[src/dcp_pkg.sv]
`default_nettype none

package dcp_pkg;

    localparam int DAC_BITS = 12;
    // accumulator times ten plus one digit always fits in four more bits
    localparam int ACC_W    = DAC_BITS + 4;
    localparam int STATUS_W = 3;

    typedef logic [DAC_BITS-1:0] t_dac_word;

    localparam t_dac_word VAL_MAX = {DAC_BITS{1'b1}};
    localparam t_dac_word VAL_MID = {1'b1, {(DAC_BITS-1){1'b0}}};

    // queue depth must be a power of two, pointers wrap on their own
    localparam int QUEUE_DEPTH = 4;
    localparam int QPTR_W      = $clog2(QUEUE_DEPTH);

    typedef enum logic [STATUS_W-1:0] {
        ST_OK,
        ST_NOT_DAC,
        ST_BAD_SEP,
        ST_NO_FIRST,
        ST_NO_SECOND
    } t_status;

    typedef enum logic [3:0] {
        PH_D,
        PH_A,
        PH_C,
        PH_SEP,
        PH_SKIP1,
        PH_SIGN1,
        PH_DIG1,
        PH_SKIP2,
        PH_SIGN2,
        PH_DIG2,
        PH_DONE
    } t_phase;

    typedef enum logic [3:0] {
        CL_NUL,
        CL_D,
        CL_A,
        CL_C,
        CL_SPACE,
        CL_WS,
        CL_PLUS,
        CL_MINUS,
        CL_DIGIT,
        CL_OTHER
    } t_class;

    typedef struct packed {
        t_class     cls;
        logic [3:0] digit;
        logic       last;
    } t_token;

endpackage

`default_nettype wire

[src/dcp_in_if.sv]
`default_nettype none

interface dcp_in_if;
    logic       valid;
    logic       ready;
    logic [7:0] text_byte;
    logic       chunk_end;

    modport source (output valid, output text_byte, output chunk_end, input ready);
    modport sink   (input valid, input text_byte, input chunk_end, output ready);
endinterface

`default_nettype wire

[src/dcp_out_if.sv]
`default_nettype none

interface dcp_out_if;
    import dcp_pkg::*;

    logic                valid;
    logic                ready;
    logic [STATUS_W-1:0] status;
    logic [DAC_BITS-1:0] first_value;
    logic [DAC_BITS-1:0] second_value;
    logic                range_fault;
    logic                loaded;
    logic [DAC_BITS-1:0] dac_one;
    logic [DAC_BITS-1:0] dac_two;

    modport source (
        output valid, output status, output first_value, output second_value,
        output range_fault, output loaded, output dac_one, output dac_two,
        input ready
    );
    modport sink (
        input valid, input status, input first_value, input second_value,
        input range_fault, input loaded, input dac_one, input dac_two,
        output ready
    );
endinterface

`default_nettype wire

[src/dcp_front.sv]
`default_nettype none

module dcp_front (
    input  logic            i_clk,
    input  logic            i_rst_n,
    dcp_in_if.sink          i_cmd,
    output logic            o_tok_valid,
    output dcp_pkg::t_token o_tok,
    input  logic            i_tok_ready
);
    import dcp_pkg::*;

    localparam logic [7:0] CH_NUL   = 8'h00;
    localparam logic [7:0] CH_TAB   = 8'h09;
    localparam logic [7:0] CH_CR    = 8'h0D;
    localparam logic [7:0] CH_SPACE = 8'h20;
    localparam logic [7:0] CH_PLUS  = 8'h2B;
    localparam logic [7:0] CH_MINUS = 8'h2D;
    localparam logic [7:0] CH_0     = 8'h30;
    localparam logic [7:0] CH_9     = 8'h39;
    localparam logic [7:0] CH_A     = 8'h41;
    localparam logic [7:0] CH_C     = 8'h43;
    localparam logic [7:0] CH_D     = 8'h44;

    function automatic t_class classify(input logic [7:0] b);
        t_class c;
        case (b) inside
            CH_NUL:        c = CL_NUL;
            CH_D:          c = CL_D;
            CH_A:          c = CL_A;
            CH_C:          c = CL_C;
            CH_SPACE:      c = CL_SPACE;
            [CH_TAB:CH_CR]: c = CL_WS;
            CH_PLUS:       c = CL_PLUS;
            CH_MINUS:      c = CL_MINUS;
            [CH_0:CH_9]:   c = CL_DIGIT;
            default:       c = CL_OTHER;
        endcase
        return c;
    endfunction

    logic   r_valid;
    logic   n_valid;
    t_token r_tok;
    logic   accept;

    assign i_cmd.ready = !r_valid || i_tok_ready;
    assign accept      = i_cmd.valid && i_cmd.ready;
    assign n_valid     = accept ? 1'b1 : (i_tok_ready ? 1'b0 : r_valid);

    always_ff @(posedge i_clk) begin
        if (!i_rst_n) begin
            r_valid <= 1'b0;
        end else begin
            r_valid <= n_valid;
        end
    end

    always_ff @(posedge i_clk) begin
        if (accept) begin
            r_tok.cls   <= classify(i_cmd.text_byte);
            // low nibble of an ascii digit is its value
            r_tok.digit <= i_cmd.text_byte[3:0];
            r_tok.last  <= i_cmd.chunk_end;
        end
    end

    assign o_tok_valid = r_valid;
    assign o_tok       = r_tok;

endmodule

`default_nettype wire

[src/dcp_queue.sv]
`default_nettype none

module dcp_queue (
    input  logic            i_clk,
    input  logic            i_rst_n,
    input  logic            i_push_valid,
    input  dcp_pkg::t_token i_push_tok,
    output logic            o_push_ready,
    output logic            o_pop_valid,
    output dcp_pkg::t_token o_pop_tok,
    input  logic            i_pop_ready
);
    import dcp_pkg::*;

    t_token            r_mem [QUEUE_DEPTH];
    logic [QPTR_W-1:0] r_wr_ptr;
    logic [QPTR_W-1:0] r_rd_ptr;
    logic [QPTR_W:0]   r_count;
    logic [QPTR_W:0]   n_count;
    logic              push;
    logic              pop;

    assign o_push_ready = r_count != (QPTR_W+1)'(QUEUE_DEPTH);
    assign o_pop_valid  = r_count != '0;
    assign o_pop_tok    = r_mem[r_rd_ptr];
    assign push         = i_push_valid && o_push_ready;
    assign pop          = o_pop_valid && i_pop_ready;

    always_comb begin
        n_count = r_count;
        if (push && !pop) begin
            n_count = r_count + 1'b1;
        end else if (pop && !push) begin
            n_count = r_count - 1'b1;
        end
    end

    always_ff @(posedge i_clk) begin
        if (!i_rst_n) begin
            r_wr_ptr <= '0;
            r_rd_ptr <= '0;
            r_count  <= '0;
        end else begin
            r_count <= n_count;
            if (push) begin
                r_wr_ptr <= r_wr_ptr + 1'b1;
            end
            if (pop) begin
                r_rd_ptr <= r_rd_ptr + 1'b1;
            end
        end
    end

    always_ff @(posedge i_clk) begin
        if (push) begin
            r_mem[r_wr_ptr] <= i_push_tok;
        end
    end

endmodule

`default_nettype wire

[src/dcp_back.sv]
`default_nettype none

module dcp_back (
    input  logic            i_clk,
    input  logic            i_rst_n,
    input  logic            i_tok_valid,
    input  dcp_pkg::t_token i_tok,
    output logic            o_tok_ready,
    dcp_out_if.source       o_res
);
    import dcp_pkg::*;

    // verdict when the command stops in the given phase
    function automatic t_status term_code(input t_phase p);
        t_status s;
        unique case (p)
            PH_D, PH_A, PH_C:            s = ST_NOT_DAC;
            PH_SEP, PH_SKIP1, PH_SIGN1:  s = ST_NO_FIRST;
            PH_DIG1, PH_SKIP2, PH_SIGN2: s = ST_NO_SECOND;
            default:                     s = ST_OK;
        endcase
        return s;
    endfunction

    // parse state
    t_phase    r_phase;
    t_status   r_verdict;
    t_dac_word r_acc1, r_acc2;
    logic      r_over1, r_over2, r_neg1, r_neg2;
    t_dac_word r_held1, r_held2;

    // result register
    logic      r_out_valid;
    t_status   r_status;
    t_dac_word r_val1, r_val2;
    logic      r_fault, r_load;

    logic      take;
    logic      is_space, is_sign, is_digit, is_minus;
    t_phase    p_byte;
    t_status   v_byte, v_final;
    logic      do_add, add_second, set_neg1, set_neg2;

    t_dac_word       acc_sel;
    logic            over_sel;
    logic [ACC_W-1:0] prod;
    logic            sum_over, add_ok;
    t_dac_word       sum_word;
    t_dac_word       n_acc1, n_acc2;
    logic            n_over1, n_over2, n_neg1, n_neg2;
    logic            got1, got2, fault1, fault2, fault, load;
    t_dac_word       val1, val2;
    logic            n_out_valid;

    assign o_tok_ready = !i_tok.last || !r_out_valid || o_res.ready;
    assign take        = i_tok_valid && o_tok_ready;

    assign is_space = (i_tok.cls == CL_SPACE) || (i_tok.cls == CL_WS);
    assign is_sign  = (i_tok.cls == CL_PLUS) || (i_tok.cls == CL_MINUS);
    assign is_digit = i_tok.cls == CL_DIGIT;
    assign is_minus = i_tok.cls == CL_MINUS;

    // phase transition for one byte
    always_comb begin
        p_byte     = r_phase;
        v_byte     = r_verdict;
        do_add     = 1'b0;
        add_second = 1'b0;
        set_neg1   = 1'b0;
        set_neg2   = 1'b0;
        if (r_phase != PH_DONE) begin
            if (i_tok.cls == CL_NUL) begin
                v_byte = term_code(r_phase);
                p_byte = PH_DONE;
            end else begin
                unique case (r_phase)
                    PH_D: begin
                        if (i_tok.cls == CL_D) p_byte = PH_A;
                        else begin v_byte = ST_NOT_DAC; p_byte = PH_DONE; end
                    end
                    PH_A: begin
                        if (i_tok.cls == CL_A) p_byte = PH_C;
                        else begin v_byte = ST_NOT_DAC; p_byte = PH_DONE; end
                    end
                    PH_C: begin
                        if (i_tok.cls == CL_C) p_byte = PH_SEP;
                        else begin v_byte = ST_NOT_DAC; p_byte = PH_DONE; end
                    end
                    PH_SEP: begin
                        if (i_tok.cls == CL_SPACE) p_byte = PH_SKIP1;
                        else begin v_byte = ST_BAD_SEP; p_byte = PH_DONE; end
                    end
                    PH_SKIP1: begin
                        if (is_space) begin
                            p_byte = PH_SKIP1;
                        end else if (is_sign) begin
                            set_neg1 = 1'b1;
                            p_byte   = PH_SIGN1;
                        end else if (is_digit) begin
                            do_add = 1'b1;
                            p_byte = PH_DIG1;
                        end else begin
                            v_byte = ST_NO_FIRST;
                            p_byte = PH_DONE;
                        end
                    end
                    PH_SIGN1: begin
                        if (is_digit) begin
                            do_add = 1'b1;
                            p_byte = PH_DIG1;
                        end else begin
                            v_byte = ST_NO_FIRST;
                            p_byte = PH_DONE;
                        end
                    end
                    PH_DIG1, PH_SKIP2: begin
                        if (is_digit) begin
                            do_add = 1'b1;
                            if (r_phase == PH_SKIP2) begin
                                add_second = 1'b1;
                                p_byte     = PH_DIG2;
                            end
                        end else if (is_space) begin
                            p_byte = PH_SKIP2;
                        end else if (is_sign) begin
                            set_neg2 = 1'b1;
                            p_byte   = PH_SIGN2;
                        end else begin
                            v_byte = ST_NO_SECOND;
                            p_byte = PH_DONE;
                        end
                    end
                    PH_SIGN2: begin
                        if (is_digit) begin
                            do_add     = 1'b1;
                            add_second = 1'b1;
                            p_byte     = PH_DIG2;
                        end else begin
                            v_byte = ST_NO_SECOND;
                            p_byte = PH_DONE;
                        end
                    end
                    PH_DIG2: begin
                        if (is_digit) begin
                            do_add     = 1'b1;
                            add_second = 1'b1;
                        end else begin
                            v_byte = ST_OK;
                            p_byte = PH_DONE;
                        end
                    end
                    default: begin
                        p_byte = PH_DONE;
                    end
                endcase
            end
        end
        // end of chunk terminates a command still in progress
        v_final = (p_byte != PH_DONE) ? term_code(p_byte) : v_byte;
    end

    // shared digit accumulator: acc * 10 + digit, saturating
    always_comb begin
        acc_sel  = add_second ? r_acc2 : r_acc1;
        over_sel = add_second ? r_over2 : r_over1;
        prod     = (ACC_W'(acc_sel) << 3) + (ACC_W'(acc_sel) << 1) + ACC_W'(i_tok.digit);
        sum_over = prod > ACC_W'(VAL_MAX);
        sum_word = sum_over ? VAL_MAX : prod[DAC_BITS-1:0];
        add_ok   = do_add && !over_sel;

        n_acc1  = r_acc1;
        n_acc2  = r_acc2;
        n_over1 = r_over1;
        n_over2 = r_over2;
        if (add_ok && !add_second) begin
            n_acc1  = sum_word;
            n_over1 = r_over1 || sum_over;
        end
        if (add_ok && add_second) begin
            n_acc2  = sum_word;
            n_over2 = r_over2 || sum_over;
        end
        n_neg1 = set_neg1 ? is_minus : r_neg1;
        n_neg2 = set_neg2 ? is_minus : r_neg2;

        got1   = (v_final == ST_OK) || (v_final == ST_NO_SECOND);
        got2   = v_final == ST_OK;
        fault1 = n_over1 || (n_neg1 && (n_acc1 != '0));
        fault2 = n_over2 || (n_neg2 && (n_acc2 != '0));
        val1   = got1 ? (fault1 ? VAL_MAX : n_acc1) : '0;
        val2   = got2 ? (fault2 ? VAL_MAX : n_acc2) : '0;
        fault  = (got1 && fault1) || (got2 && fault2);
        load   = got2 && !fault;
    end

    assign n_out_valid = (take && i_tok.last) ? 1'b1 : (o_res.ready ? 1'b0 : r_out_valid);

    always_ff @(posedge i_clk) begin
        if (!i_rst_n) begin
            r_phase     <= PH_D;
            r_verdict   <= ST_OK;
            r_acc1      <= '0;
            r_acc2      <= '0;
            r_over1     <= 1'b0;
            r_over2     <= 1'b0;
            r_neg1      <= 1'b0;
            r_neg2      <= 1'b0;
            r_held1     <= VAL_MID;
            r_held2     <= VAL_MID;
            r_out_valid <= 1'b0;
        end else begin
            r_out_valid <= n_out_valid;
            if (take) begin
                if (i_tok.last) begin
                    r_phase   <= PH_D;
                    r_verdict <= ST_OK;
                    r_acc1    <= '0;
                    r_acc2    <= '0;
                    r_over1   <= 1'b0;
                    r_over2   <= 1'b0;
                    r_neg1    <= 1'b0;
                    r_neg2    <= 1'b0;
                    if (load) begin
                        r_held1 <= val1;
                        r_held2 <= val2;
                    end
                end else begin
                    r_phase   <= p_byte;
                    r_verdict <= v_byte;
                    r_acc1    <= n_acc1;
                    r_acc2    <= n_acc2;
                    r_over1   <= n_over1;
                    r_over2   <= n_over2;
                    r_neg1    <= n_neg1;
                    r_neg2    <= n_neg2;
                end
            end
        end
    end

    always_ff @(posedge i_clk) begin
        if (take && i_tok.last) begin
            r_status <= v_final;
            r_val1   <= val1;
            r_val2   <= val2;
            r_fault  <= fault;
            r_load   <= load;
        end
    end

    assign o_res.valid        = r_out_valid;
    assign o_res.status       = r_status;
    assign o_res.first_value  = r_val1;
    assign o_res.second_value = r_val2;
    assign o_res.range_fault  = r_fault;
    assign o_res.loaded       = r_load;
    // held words only change on a chunk end, so they match the pending result
    assign o_res.dac_one      = r_held1;
    assign o_res.dac_two      = r_held2;

endmodule

`default_nettype wire

[src/dac_command_parser.sv]
// dac command parser: takes command text one byte per transaction on i_cmd
// and recognizes "DAC <n1> <n2>" with optional signs and whitespace.
// i_cmd carries text_byte and chunk_end; a transaction with chunk_end high
// closes the command and yields exactly one result transaction on o_res,
// other bytes yield none. o_res carries the status (0 ok, 1 not DAC,
// 2 bad separator, 3 no first number, 4 no second number), both parsed
// channels clamped to the top code, the range fault flag, the load flag and
// the two held DAC words as they stand after the command.
// throughput: one byte per cycle outside a stall; the parse step is a
// single multiply-by-ten and add per byte in the back end.
// result path: the last byte goes through the classify register, then the
// queue, then the result register.
// reset: synchronous active low; parsing restarts, both held words go to
// mid scale, queue and result register empty.
// stall: while o_res is held off the result waits in its register; bytes
// keep flowing into the 4-entry queue until a second chunk end reaches the
// back end, then the queue fills and i_cmd.ready drops.
`default_nettype none

module dac_command_parser (
    input  logic      i_clk,
    input  logic      i_rst_n,
    dcp_in_if.sink    i_cmd,
    dcp_out_if.source o_res
);
    import dcp_pkg::*;

    // front end to queue
    logic   front_valid;
    t_token front_tok;
    logic   front_ready;

    // queue to back end
    logic   q_valid;
    t_token q_tok;
    logic   q_ready;

    // classify each byte and register it
    dcp_front u_front (
        .i_clk       (i_clk),
        .i_rst_n     (i_rst_n),
        .i_cmd       (i_cmd),
        .o_tok_valid (front_valid),
        .o_tok       (front_tok),
        .i_tok_ready (front_ready)
    );

    // short token queue lets the front keep taking bytes during a stall
    dcp_queue u_queue (
        .i_clk        (i_clk),
        .i_rst_n      (i_rst_n),
        .i_push_valid (front_valid),
        .i_push_tok   (front_tok),
        .o_push_ready (front_ready),
        .o_pop_valid  (q_valid),
        .o_pop_tok    (q_tok),
        .i_pop_ready  (q_ready)
    );

    // parse state machine, number accumulation, held words, result register
    dcp_back u_back (
        .i_clk       (i_clk),
        .i_rst_n     (i_rst_n),
        .i_tok_valid (q_valid),
        .i_tok       (q_tok),
        .o_tok_ready (q_ready),
        .o_res       (o_res)
    );

endmodule

`default_nettype wire

[src/flat_wrapper.sv]
// flat-port wrapper written by rule: the top's interface ports become plain ports
module dac_command_parser_flat import dcp_pkg::*;
  (i_clk, i_rst_n, i_cmd_valid, i_cmd_text_byte, i_cmd_chunk_end, i_cmd_ready, o_res_valid, o_res_status, o_res_first_value, o_res_second_value, o_res_range_fault, o_res_loaded, o_res_dac_one, o_res_dac_two, o_res_ready);
  dcp_in_if i_cmd_i ();
  dcp_out_if o_res_i ();
  input  logic i_clk;
  input  logic i_rst_n;
  input wire logic [$bits(i_cmd_i.valid)-1:0] i_cmd_valid;
  input wire logic [$bits(i_cmd_i.text_byte)-1:0] i_cmd_text_byte;
  input wire logic [$bits(i_cmd_i.chunk_end)-1:0] i_cmd_chunk_end;
  output wire logic [$bits(i_cmd_i.ready)-1:0] i_cmd_ready;
  output wire logic [$bits(o_res_i.valid)-1:0] o_res_valid;
  output wire logic [$bits(o_res_i.status)-1:0] o_res_status;
  output wire logic [$bits(o_res_i.first_value)-1:0] o_res_first_value;
  output wire logic [$bits(o_res_i.second_value)-1:0] o_res_second_value;
  output wire logic [$bits(o_res_i.range_fault)-1:0] o_res_range_fault;
  output wire logic [$bits(o_res_i.loaded)-1:0] o_res_loaded;
  output wire logic [$bits(o_res_i.dac_one)-1:0] o_res_dac_one;
  output wire logic [$bits(o_res_i.dac_two)-1:0] o_res_dac_two;
  input wire logic [$bits(o_res_i.ready)-1:0] o_res_ready;
  assign i_cmd_i.valid = i_cmd_valid;
  assign i_cmd_i.text_byte = i_cmd_text_byte;
  assign i_cmd_i.chunk_end = i_cmd_chunk_end;
  assign i_cmd_ready = i_cmd_i.ready;
  assign o_res_valid = o_res_i.valid;
  assign o_res_status = o_res_i.status;
  assign o_res_first_value = o_res_i.first_value;
  assign o_res_second_value = o_res_i.second_value;
  assign o_res_range_fault = o_res_i.range_fault;
  assign o_res_loaded = o_res_i.loaded;
  assign o_res_dac_one = o_res_i.dac_one;
  assign o_res_dac_two = o_res_i.dac_two;
  assign o_res_i.ready = o_res_ready;
  dac_command_parser u_core (.i_clk(i_clk), .i_rst_n(i_rst_n), .i_cmd(i_cmd_i), .o_res(o_res_i));
endmodule
[config.mk]
export PLATFORM = sky130hd
export DESIGN_NAME = dac_command_parser_flat
export DESIGN_NICKNAME = d
export VERILOG_FILES = /design/src/dcp_pkg.sv /design/src/dcp_in_if.sv /design/src/dcp_out_if.sv /design/src/dcp_front.sv /design/src/dcp_queue.sv /design/src/dcp_back.sv /design/src/dac_command_parser.sv /design/src/flat_wrapper.sv
export SDC_FILE = /design/constraint.sdc
export NUM_CORES = 1
export LEC_CHECK = 0
export BUFFER_PORTS_ARGS = -buffer_cell sky130_fd_sc_hd__buf_2
export CAP_MARGIN = 20
export CORE_MARGIN = 1.5
export CORE_UTILIZATION = 55
export DETAILED_ROUTE_END_ITERATION = 6
export GPL_ROUTABILITY_DRIVEN = 0
export PLACE_DENSITY_LB_ADDON = 0.15
export SYNTH_ARGS = -nofsm -noshare
export SYNTH_HDL_FRONTEND = slang
export SYNTH_SLANG_ARGS = --single-unit
[constraint.sdc]
create_clock -name i_clk -period 6.75 [get_ports i_clk]
set_input_delay 0.675 -clock i_clk [delete_from_list [all_inputs] [get_ports i_clk]]
set_output_delay 0.675 -clock i_clk [all_outputs]
set_load 0.05 [all_outputs]
==> results.yml <==
timing:
  setup_violations: 0
  max_slew_margin: 0.2590
  skew_ns: 0.008075
  max_slew.worst_pin.slew_ns: 1.106
  fmax_ghz: 0.1519
  slew_violations: 0
  hold_viol: 0
  fin_crit_ns: 6.585
  tns_ns: 0
  fin_crit_sh: 0.9755
floorplanning:
  core_area_um2: 14590
  floorplan.die_area_um2: 15770
  ioPinCount: 68
  row_count: 44
  fp.dieH_um: 125.6
  die_w_um: 125.6
  start_util: 0.5665
logic_synthesis:
  synth_cells: 828
  syn_nets: 872
  synth_edf_count: 74
  yosysUniqueCellTypes: 85
  synth_area_um2: 8264
  synthArstFlopShare: 0
  syn_area_per_cell_um2: 9.981
  synthFlopType: "edfxtp_1"
  seq_area_frac_synth: 0.4457
  ys_ff_latch: 147
  yosys_warnings: 0
detailed_routing:
  via_count: 7006
  drtAntennaViolNets: 0
  avgRoutedWirePerCell_um: 19.38
  wl_um: 21490
  vias_per_cell: 6.317
  drt_iter0_drc: 671
  dr.pass1.iters: 5
  route.detailed.drc: 0
finish:
  area_delta_synth_final_pct: 16.46
  drive_above_1_share: 0.2292
  fin_util: 0.6597
  layout.nets: 956
  final.fill_count: 1194
  antenna_cells: 0
clock_network:
  clockBufferDepth: 2
  cts_sinks: 147
  clock_latency_ns: 0.43
  cts.clk_slew.worst_paths_ns: 0.06
  cts_tree: "yes"
  root_buffer: "clkbuf_16"
  cts_max_level: 4
  numCtsBuffers: 17
setup_path:
  path_common_cell: "buf_4"
  path_delay_family: "simple AND/OR/NAND/NOR gates"
  cp-end-kind: "register"
  worst-path-buf-inv: 5
  critPathLaunchType: "register"
  worstPathRequired_ns: 7.06
  crit_slowest_cell: "mux4_2"
  crit_arrival_ns: 6.90
  crit_fanout: 15
  critPathMaxStageDelay_ns: 0.54
  critical_path_class: "reg -> reg"
place:
  hpwlAfterDp_um: 15560
  numPortBuffers: 67
global_routing:
  grt_max_degree: 74
  grt-ovfl-total: 0
  grt_pass1_vias: 6675
  grt_usage: 0.2747
  antenna_found_initial: 0
  grt_pass1_wl_um: 34640
power:
  power.leakage_uw: 0.003848
  powerDensity_nw_per_um2: 395.1
  max-vdd-ir-drop_uv: 227.0
run_status:
  status: "completed"
run:
  cap_violations: 0
hold_path:
  hp-class: "in -> reg"
[report_power, final]
part	total (µW)	switching (µW)	internal, µW	leakage [µW]
Sequential	1200	91.9	1100	0.00128
Combinational	1660	1100	559	0.00228
Clock	947	386	561	0.000294
[cell families after synthesis]
kind of cell	Yosys count	synth area share
xor+xnor	11	0.01166
mux	53	0.08494
compound gates	215	0.1749
buf+inv	68	0.03679
fa+ha+maj	31	0.04966
flops	147	0.4457
simple gates	303	0.1964
[cell type report]
| class | count | area (µm²) | area share |
|---|---|---|---|
| tap | 184 | 230.2 | 0.02392 |
| sequential | 147 | 3689 | 0.3833 |
| timing repair buffer | 115 | 701.9 | 0.07293 |
| inverter | 18 | 67.56 | 0.007020 |
| clock inverter | 13 | 151.4 | 0.01573 |
| multi-input combinational | 613 | 4342 | 0.4511 |
| clock buffer | 19 | 442.9 | 0.04602 |
[placed cells by master, fill, tap and decap left out, types with 13 or more instances in the layout]
cell and instances:
ha_1 28, o21ai_0 51, buf_4 43, mux2_2 13, a21oi_1 37, dfxtp_1 71, nor2_1 50, nand2b_1 22
clkbuf_16 17, inv_1 18, edfxtp_1 74, nand2_1 84, mux2i_1 27, nor4_1 13, and2_1 17, a22oi_1 18
nand3_1 18, o22ai_1 27, nor2b_1 23, buf_2 69
[cell usage after synthesis, types with 9 or more instances]
library cell	count	area, µm²
nand2_1	84	315.3
edfxtp_1	74	2222
dfxtp_1	73	1461
nor2_1	51	191.4
o21ai_0	51	255.2
clkbuf_1	40	150.1
a21oi_1	38	190.2
ha_1	28	350.3
mux2i_1	27	270.3
o22ai_1	27	168.9
nor2b_1	23	143.9
nand2b_1	22	137.6
a22oi_1	18	135.1
inv_1	18	67.56
nand3_1	18	90.09
and2_1	17	106.4
mux2_2	14	157.7
nor4_1	13	81.33
nor3_1	12	60.06
or2_2	12	75.07
mux4_2	11	247.7
a21boi_0	9	67.56
a31oi_1	9	56.30
and3_1	9	56.30
[routing by layer]
layer / vias to the layer above / global-route usage / wire [µm]
met3: 69 / 0.06504 / 1666
met4: 0 / 0.1049 / 666
li1: 3263 / - / -
met1: 3351 / 0.3810 / 9465
met2: 323 / 0.4194 / 9691
met5: - / 0 / 0
[sequential cells by signal (all words and copies together), names as in the netlist, 9 cells and up, named ones only]
signal	count
u_core.u_queue.r_mem	36
u_core.u_back.o_res.dac_one	12
u_core.u_back.o_res.dac_two	12
u_core.u_back.o_res.first_value	12
u_core.u_back.o_res.second_value	12
u_core.u_back.r_acc1	12
u_core.u_back.r_acc2	12
u_core.u_front.o_tok	9
[timing repair]
item                       CTS  global route
hold buffers                 0             0
buffers inserted             0             5
cloned                       0             1
gates resized for setup      3            16
pin swaps                    1             6
setup endpoints to repair   43            49
[per-stage QoR]
step	setup WS (ns)	area, µm²	cells	power, µW	hold slack (ns)
2_1_floorplan	0.03679	8274	828	2418	0.4499
6_report	0.1652	9624	1109	3802	0.4227
3_5_place_dp	-0.1286	8915	1071	2801	0.4487
5_1_grt	-0.1340	9624	1109	3990	0.4110
4_1_cts	0.05572	9522	1103	3752	0.4112
3_3_place_gp	-0.02280	8910	1070	2771	0.4428
[final timing paths]
check,from,end,slack (ns),cells past startpoint
setup / recovery,register,u_core.u_back.o_res.dac_one[10],0.17,25
hold / removal,i_cmd_chunk_end,u_core.u_front.o_tok[0],0.42,1
setup reg to reg,register,u_core.u_back.o_res.dac_one[10],0.17,25
hold reg to reg,u_core.u_back.o_res.dac_one[9],u_core.u_back.o_res.dac_one[9],0.46,2
Note: power is estimated with default switching activity, not from simulation.
